### config.mk
export PLATFORM = sky130hd
export DESIGN_NAME = descending_integer_sorter
export DESIGN_NICKNAME = d
export VERILOG_FILES = /design/src/rtl/core/srt_pkg.sv /design/src/rtl/core/descending_integer_sorter.sv /design/src/rtl/core/srt_cmp.sv
export SDC_FILE = /design/constraint.sdc
export NUM_CORES = 2
export LEC_CHECK = 0
export BUFFER_PORTS_ARGS = -buffer_cell sky130_fd_sc_hd__buf_2
export CORE_ASPECT_RATIO = 1.4
export CORE_MARGIN = 8
export CORE_UTILIZATION = 56
export CTS_CLUSTER_SIZE = 10
export DETAILED_ROUTE_END_ITERATION = 16
export GPL_TIMING_DRIVEN = 0
export PLACE_DENSITY = 0.75
export SYNTH_ARGS = -nofsm -noshare
export SYNTH_HDL_FRONTEND = slang
export SYNTH_SLANG_ARGS = --single-unit
### constraint.sdc
create_clock -name clk -period 3.8 [get_ports clk]
set_clock_uncertainty 0.1 [all_clocks]
set_input_delay 0.19 -clock clk [delete_from_list [all_inputs] [get_ports clk]]
set_output_delay 0.19 -clock clk [all_outputs]
set_load 0.01 [all_outputs]
### src/rtl/core/srt_pkg.sv
package srt_pkg;

    // element width
    localparam int WORD_W = 32;

    // input beat: one element of the set
    typedef struct packed {
        logic signed [WORD_W-1:0] value;
        logic                     last;
    } in_t;

    // output beat: one sorted element
    typedef struct packed {
        logic signed [WORD_W-1:0] sorted_value;
        logic                     last_out;
        logic                     overflow;
    } out_t;

endpackage

### src/rtl/core/descending_integer_sorter.sv
// descending integer sorter
// input channel: in_valid / in_stall / in_data, one signed element per beat,
// in_data.last closes the set. up to MAX_LEN elements are kept; further
// elements of the set are dropped and every result of that set carries
// overflow.
// output channel: out_valid / out_stall / out_data, the kept elements largest
// first, out_data.last_out on the final one.
// loading accepts one element per cycle. once the set is closed the block
// sorts in place with one shared compare unit and one read and one write of
// the element memory per cycle: each pass runs S_START, S_FIRST, S_CMP for
// each adjacent pair, then S_TAIL, and at most n passes run for n elements.
// emission reads each element in S_EREAD and loads it in S_EHOLD.
// in_stall is high after the closing beat until the last result has been
// loaded into the output register; the block is not ready meanwhile.
// a stalled output beat is held in the output register until taken, and
// emission waits for it. reset empties the set and clears the output
// valid; payload and memory contents are not cleared and need no clearing.
module descending_integer_sorter
    import srt_pkg::*;
#(
    parameter int MAX_LEN = 32
)
(
    input  logic clk,
    input  logic rst_n,
    input  logic in_valid,
    output logic in_stall,
    input  in_t  in_data,
    output logic out_valid,
    input  logic out_stall,
    output out_t out_data
);

    localparam int AW    = $clog2(MAX_LEN);
    localparam int CNT_W = $clog2(MAX_LEN + 1);

    typedef enum logic [2:0] {
        S_LOAD,
        S_START,
        S_FIRST,
        S_CMP,
        S_TAIL,
        S_EREAD,
        S_EHOLD
    } state_t;

    state_t state_reg, state_next;

    logic [CNT_W-1:0] cnt_reg, cnt_next;
    logic             dropped_reg, dropped_next;
    logic [AW-1:0]    idx_reg, idx_next;
    logic             swapped_reg, swapped_next;
    logic signed [WORD_W-1:0] carry_reg, carry_next;
    logic             out_valid_reg, out_valid_next;
    out_t             out_data_reg, out_data_next;

    // element memory
    logic signed [WORD_W-1:0] store_reg [MAX_LEN];
    logic signed [WORD_W-1:0] rd_data_reg;
    logic                     wr_en;
    logic [AW-1:0]            wr_addr;
    logic signed [WORD_W-1:0] wr_data;
    logic [AW-1:0]            rd_addr;

    logic signed [WORD_W-1:0] cmp_larger;
    logic signed [WORD_W-1:0] cmp_smaller;
    logic                     cmp_swap;

    logic [CNT_W-1:0] cnt_after;
    logic [AW-1:0]    last_idx;

    // shared compare and select unit
    srt_cmp u_cmp (
        .incoming (rd_data_reg),
        .carried  (carry_reg),
        .larger   (cmp_larger),
        .smaller  (cmp_smaller),
        .swap     (cmp_swap)
    );

    // memory write port and registered read port
    always_ff @(posedge clk)
    begin
        if (wr_en)
        begin
            store_reg[wr_addr] <= wr_data;
        end
        rd_data_reg <= store_reg[rd_addr];
    end

    assign last_idx  = AW'(cnt_reg - CNT_W'(1));
    assign in_stall  = (state_reg != S_LOAD);
    assign out_valid = out_valid_reg;
    assign out_data  = out_data_reg;

    // sequencer: load, bubble passes through memory, emit
    always_comb
    begin
        state_next     = state_reg;
        cnt_next       = cnt_reg;
        dropped_next   = dropped_reg;
        idx_next       = idx_reg;
        swapped_next   = swapped_reg;
        carry_next     = carry_reg;
        out_data_next  = out_data_reg;
        out_valid_next = out_valid_reg;
        wr_en          = 1'b0;
        wr_addr        = idx_reg;
        wr_data        = carry_reg;
        rd_addr        = idx_reg;
        cnt_after      = cnt_reg;

        // output beat taken
        if (out_valid_reg && !out_stall)
        begin
            out_valid_next = 1'b0;
        end

        case (state_reg)
            S_LOAD:
            begin
                if (in_valid)
                begin
                    if (cnt_reg < CNT_W'(MAX_LEN))
                    begin
                        wr_en     = 1'b1;
                        wr_addr   = cnt_reg[AW-1:0];
                        wr_data   = in_data.value;
                        cnt_after = cnt_reg + CNT_W'(1);
                    end
                    else
                    begin
                        dropped_next = 1'b1;
                    end
                    cnt_next = cnt_after;
                    if (in_data.last)
                    begin
                        idx_next = '0;
                        if (cnt_after >= CNT_W'(2))
                        begin
                            state_next = S_START;
                        end
                        else
                        begin
                            state_next = S_EREAD;
                        end
                    end
                end
            end

            S_START:
            begin
                rd_addr    = '0;
                state_next = S_FIRST;
            end

            S_FIRST:
            begin
                carry_next   = rd_data_reg;
                rd_addr      = AW'(1);
                idx_next     = '0;
                swapped_next = 1'b0;
                state_next   = S_CMP;
            end

            S_CMP:
            begin
                wr_en        = 1'b1;
                wr_addr      = idx_reg;
                wr_data      = cmp_larger;
                carry_next   = cmp_smaller;
                swapped_next = swapped_reg | cmp_swap;
                if (AW'(idx_reg + AW'(1)) == last_idx)
                begin
                    state_next = S_TAIL;
                end
                else
                begin
                    idx_next = AW'(idx_reg + AW'(1));
                    rd_addr  = AW'(idx_reg + AW'(2));
                end
            end

            S_TAIL:
            begin
                wr_en   = 1'b1;
                wr_addr = last_idx;
                wr_data = carry_reg;
                if (swapped_reg)
                begin
                    state_next = S_START;
                end
                else
                begin
                    idx_next   = '0;
                    state_next = S_EREAD;
                end
            end

            S_EREAD:
            begin
                rd_addr    = idx_reg;
                state_next = S_EHOLD;
            end

            S_EHOLD:
            begin
                rd_addr = idx_reg;
                if (!out_valid_reg || !out_stall)
                begin
                    out_data_next.sorted_value = rd_data_reg;
                    out_data_next.last_out     = (idx_reg == last_idx);
                    out_data_next.overflow     = dropped_reg;
                    out_valid_next             = 1'b1;
                    if (idx_reg == last_idx)
                    begin
                        cnt_next     = '0;
                        dropped_next = 1'b0;
                        state_next   = S_LOAD;
                    end
                    else
                    begin
                        idx_next   = AW'(idx_reg + AW'(1));
                        state_next = S_EREAD;
                    end
                end
            end

            default:
            begin
                state_next = S_LOAD;
            end
        endcase
    end

    // state and registered outputs
    always_ff @(posedge clk or negedge rst_n)
    begin
        if (!rst_n)
        begin
            state_reg     <= S_LOAD;
            cnt_reg       <= '0;
            dropped_reg   <= 1'b0;
            idx_reg       <= '0;
            swapped_reg   <= 1'b0;
            out_valid_reg <= 1'b0;
        end
        else
        begin
            state_reg     <= state_next;
            cnt_reg       <= cnt_next;
            dropped_reg   <= dropped_next;
            idx_reg       <= idx_next;
            swapped_reg   <= swapped_next;
            out_valid_reg <= out_valid_next;
        end
    end

    // payload registers
    always_ff @(posedge clk)
    begin
        carry_reg    <= carry_next;
        out_data_reg <= out_data_next;
    end

endmodule

### src/rtl/core/srt_cmp.sv
module srt_cmp
    import srt_pkg::*;
(
    input  logic signed [WORD_W-1:0] incoming,
    input  logic signed [WORD_W-1:0] carried,
    output logic signed [WORD_W-1:0] larger,
    output logic signed [WORD_W-1:0] smaller,
    output logic                     swap
);

    // signed compare, larger value moves to the front
    always_comb
    begin
        swap = (incoming > carried);
        if (swap)
        begin
            larger  = incoming;
            smaller = carried;
        end
        else
        begin
            larger  = carried;
            smaller = incoming;
        end
    end

endmodule
# Word-level counts from Yosys, hierarchy flattened
# Memories as Yosys holds them, arrays and structs flattened. A register that Yosys moved wholly into a read port is not among the register bits.
# Index checks and enable logic that the tools add are counted.
[classes]
addsub = 4
multipliers = 0
div_mod_pow = 0
n_lt_le_gt_ge = 3
eq_ne = 18
shift = 0
muxes = 47
bitwise = 1
n_reduce_logical = 16
[ops]
columns = ["operator", "count"]
rows = [
  ["$mux W32", 4],
  ["$pmux W32 S2", 2],
  ["$mux W5", 9],
  ["$mux W6", 6],
  ["$gt A32 B32 Y1", 1],
  ["$pmux W5 S5", 1],
  ["$mux W3", 7],
  ["$pmux W3 S7", 1],
  ["$ne A2 B2 Y1 const B", 10],
  ["$pmux W5 S3", 1],
  ["$pmux W6 S2", 1],
  ["$mux W1", 11],
  ["$eq A5 B5 Y1", 2],
  ["$pmux W5 S2", 1],
  ["$eq A3 B3 Y1 const B", 3],
  ["$reduce_and A4 Y1", 2],
  ["$reduce_and A7 Y1", 1],
  ["$add A6 B1 Y6 const B", 1],
  ["$eq A3 B2 Y1 const B", 2],
  ["$ge A6 B2 Y1 const B", 1],
  ["$lt A6 B6 Y1 const B", 1],
  ["$pmux W1 S2", 3],
  ["$add A5 B1 Y5 const B", 1],
  ["$add A5 B2 Y5 const B", 1],
  ["13 further kinds", 16],
]
[word_totals]
regBits = 83
latchBits = 0
mem_bits_rw = 1024
romBits = 0
in_bits = 37
memories = 1
[memory_table]
columns = ["memory", "words", "width", "rd", "rd_clocked_by_memory_dff", "wr", "line", "text"]
rows = [
  ["store_reg", 32, 32, 1, 1, 1, "descending_integer_sorter.sv:58", "logic signed [WORD_W-1:0] store_reg [MAX_LEN];"],
]

# Logic depth before layout (Yosys ltp)
[logic_depth]
depth_word = 9
depth_mapped = 16
mapped_depth_nobuf = 11

# Modules after synthesis
# A second synthesis with hierarchy kept.
[hier_totals]
cells_unflattened = 3720
area_unflattened_um2 = 48980.7
[modules_own_cells]
columns = ["module", "instances", "cells_each", "area_each_um2"]
rows = [
  ["descending_integer_sorter", 1, 3182, 45730.1],
  ["srt_cmp", 1, 538, 3250.6],
]

# Worst setup path after synthesis
# Ideal clock, no wire load.
[synth_timing]
path_type = "register -> register"
startpoint = "reg carry_reg[21]"
endpoint = "reg carry_reg[0] (enable)"
t_arrival_ps = 3249
t_required_ps = 3268
slack_ps = 20
path_stages_with_launch = 10
n_path_buf = 0
path_cell_list = "edfxtp_1 -> inv_1 -> ha_1 -> a21o_1 -> a21o_1 -> a21oi_1 -> o21ai_0 -> a211oi_1 -> a31oi_1 -> a21oi_1"
[synth_via]
elab_chain_len = 3
[synth_rtl]
columns = ["item", "line", "text"]
rows = [
  ["start, declared", "descending_integer_sorter.sv:53", "logic signed [WORD_W-1:0] carry_reg, carry_next;"],
  ["start signal, assigned", "descending_integer_sorter.sv:262", "carry_reg <= carry_next;"],
  ["$gt A32 B32 Y1", "srt_cmp.sv:14", "swap = (incoming > carried);"],
  ["$ne A2 B2 Y1 (no source line)", "-", ""],
  ["$reduce_and A2 Y1 (no source line)", "-", ""],
]
# Every way passes these cells.
# A chain may end at the register's enable or synchronous reset.

# Final worst setup path
[layout_timing]
startpoint = "reg cnt_reg[1]"
endpoint = "reg rd_data_reg[23], read port of store_reg"
[layout_via]
elab_chain_len = 4
[layout_rtl]
columns = ["item", "line", "text"]
rows = [
  ["start, declared", "descending_integer_sorter.sv:49", "logic [CNT_W-1:0] cnt_reg, cnt_next;"],
  ["start signal, assigned", "descending_integer_sorter.sv:251", "cnt_reg <= cnt_next;"],
  ["$sub A5 B1 Y5", "descending_integer_sorter.sv:91", "assign last_idx = AW'(cnt_reg - CNT_W'(1));"],
  ["$eq A5 B5 Y1", "descending_integer_sorter.sv:173", "if (AW'(idx_reg + AW'(1)) == last_idx)"],
  ["$mux W5", "descending_integer_sorter.sv:173", ""],
  ["$pmux W5 S3", "descending_integer_sorter.sv:119", "case (state_reg)"],
  ["end, declared", "descending_integer_sorter.sv:59", "logic signed [WORD_W-1:0] rd_data_reg;"],
]
# Every way passes these cells.

==> run metrics <==
post-route setup slack -0.04697 ns; peak supply drop 0.0006231 V; post-route clock period utilization 1.012; CTS tree yes; drt first-iter violations 3728; Highest Clock Rate 259.9 MHz; Cells after Synth 2729; floorplan row count 122; PwrDens 967.2 nW/um^2; mapped cell area 44780 um^2; # setup viols final 1; Top FF cell, synth edfxtp_1; Total Neg Setup Slack -0.04697 ns; num ports 73; worst path required time 4.34 ns; failing checks setup timing; CP endpoint rd_data_reg[23]; DR vias 27520; Die Y 350.6 um; Post-Layout Cell Count 4102; antenna-violating nets left 0; RSZ-0062 raised after global routing yes; n_diodes 0; CP Class reg2reg; global-route wire length before repair 170600 um; max reg flops 1024; status complete, but fails checks; critical path fanouts, max 10; H-tree Lvls 4; later-pin clock latency in the skew report 0.71 ns; CTS Buffer Depth 3; hold path start in_valid; WL/cell 30.35 um; DIE AREA 89390 um^2; CP Launch Type flop; Clock Pin Slew Worst Setup and Hold Paths 0.06 ns; vias in the first global route 27550; Pleak 0.01749 uW; IO buf count 72; placed cell count 3886; vias per cell 6.708; CTS Buf Count 131; R2R Path End rd_data_reg[23]; Worst Setup End Kind flop; HP Class in2reg; number of fill cells in the layout 5053; Die Wd 255.0 um; largest net degree at the start of global routing 33; Avg Inst Size Synth 16.41 um^2; max-cap violations 0; fin crit period 3.847 ns; Synth Register Bits 1139; P&R area growth vs syn 17.84%; EDFF count, synth 1090; DR pass1 iterations 6; final hold violations 0; final count of pins violating max slew 0; Overall Global Routing Usage 0.2593; FF-to-FF Start cnt_reg[1]; share of cells above drive strength 1 0.2133; Synth warnings 0; Worst Path Arrival 4.39 ns; fin nets 3081; core area 79070 um^2; Slew @ Worst Pin 0.9644 ns; GRT overflow 0; Final Wtd Congestion 0.9499; Num Clock Sinks 1139; crit path from cnt_reg[1]; number of unique standard cell types used by synthesis 61; Root Driver clkbuf_16; final WL 124500 um; register area share after synthesis 0.7548; # DRC 0; Post-synth ARST share 0.01493; Slew HR 0.3555; dpl hpwl 77630 um; hold path depth 5; syn nets 2802; flop-to-flop setup slack -0.05 ns; Placement Setup Slack -1.228 ns; Initial Util 0.5663; worst reg2reg path depth 14; initial antenna violation count 0
## worst min path at each step
stage,endpoint
final,dropped_reg
after global routing,cnt_reg[5]
after CTS,dropped_reg
after detailed placement,cnt_reg[3]
after global placement,cnt_reg[2]
after floorplan,cnt_reg[0]
## worst max-delay path: stages (launching register included)
cell	delay, ns
dfrtp_2	0.45
inv_1	0.10
ha_2	0.22
nor3b_4	0.22
buf_4	0.18
xor2_4	0.08
a2bb2o_4	0.20
buf_6	0.14
nand3_1	0.30
a31o_1	0.50
buf_2	0.44
a211oi_1	0.10
a2111oi_0	0.50
nand2_1	0.11
nand4_1	0.13
## where the power goes
part           switching, uW  total, uW  internal, uW
combinational          14200      20700          6490
clock                   4570      10900          6360
sequential               913      19400         18500
total                  19700      51000         31400
## timing repair
item                        CTS  global route
hold buffers                  4             0
cloned                        5            25
gates resized for setup     206           175
pin swaps                    23            35
hold endpoints to repair     33             0
setup endpoints to repair  1099          1304
setup buffers                 8             7
## final cells by class
type | instances | area, um^2 | area share
multi-input cells | 1414 | 11710 | 0.2219
inverters | 40 | 150.1 | 0.002845
flip-flops and latches | 1139 | 33800 | 0.6406
repair buffers | 122 | 1181 | 0.02238
well taps | 1054 | 1319 | 0.02499
clock buffers | 169 | 3506 | 0.06644
clock inverters | 4 | 50.05 | 0.0009485
plain buffers | 160 | 1049 | 0.01987
## stage by stage
stage / power (uW) / hold slack (ns) / instance area (um^2) / util
after floorplan: 29810 / -0.2056 / 44780 / -
after global placement: 35550 / 0.04501 / 46460 / 0.5875
after detailed placement: 36610 / 0.04993 / 47360 / 0.5990
after CTS: 48650 / 0.007044 / 51830 / 0.6554
after global routing: 52400 / 0.05833 / 52770 / 0.6674
final: 51040 / 0.05448 / 52770 / 0.6674
## synthesized netlist by cell type, drive strengths merged (7+ instances only)
master | number | area [um^2]
nand2 | 331 | 1242
a2111oi | 31 | 271.5
mux4 | 62 | 1396
buf | 80 | 449.2
o21ai | 25 | 125.1
nand3 | 52 | 265.3
mux2i | 200 | 2002
dfrtp | 17 | 425.4
nor3 | 35 | 180.2
clkbuf | 86 | 322.8
a22oi | 34 | 255.2
nand4 | 104 | 656.9
and2 | 37 | 231.5
nor2 | 95 | 359.1
a21o | 14 | 105.1
dfxtp | 32 | 640.6
xnor2 | 7 | 61.31
o22ai | 100 | 625.6
a32oi | 64 | 560.5
ha | 36 | 450.4
a31oi | 8 | 50.05
a21oi | 25 | 125.1
inv | 40 | 150.1
edfxtp | 1090 | 32730
a221o | 32 | 320.3
a211oi | 34 | 255.2
## placed cells by master, fill, tap and decap left out, types with 30 or more instances in the layout
cell	instances
and2_1	36
a32oi_1	63
nand2_1	326
nor2_1	33
clkbuf_16	135
clkbuf_2	46
dfxtp_1	31
mux2i_1	197
edfxtp_1	1090
a221o_4	57
mux4_2	62
clkbuf_1	60
ha_1	34
inv_1	40
nand3_1	49
nor2_4	35
nor3_1	33
a211oi_1	32
buf_2	102
buf_12	30
o22ai_1	99
nand4_1	103
## logic make-up after synthesis
| kind of cell | Yosys count | share of synthesized area |
|---|---|---|
| mux | 264 | 0.07639 |
| flops | 1139 | 0.7548 |
| xor+xnor | 14 | 0.003688 |
| simple gates | 683 | 0.07025 |
| compound gates | 387 | 0.06424 |
| buf+inv | 206 | 0.02059 |
| fa+ha+maj | 36 | 0.01006 |
## metal layers
metal / up-vias / wire length [um] / share of wire / GRT usage
li1: 11460 / - / - / -
met1: 13700 / 42390 / 0.34 / 0.2916
met2: 1990 / 63030 / 0.51 / 0.4628
met3: 370 / 12070 / 0.097 / 0.04376
met4: 0 / 6991 / 0.056 / 0.1471
met5: - / 0 / 0 / 0
Note: power is estimated with default switching activity, not from simulation.
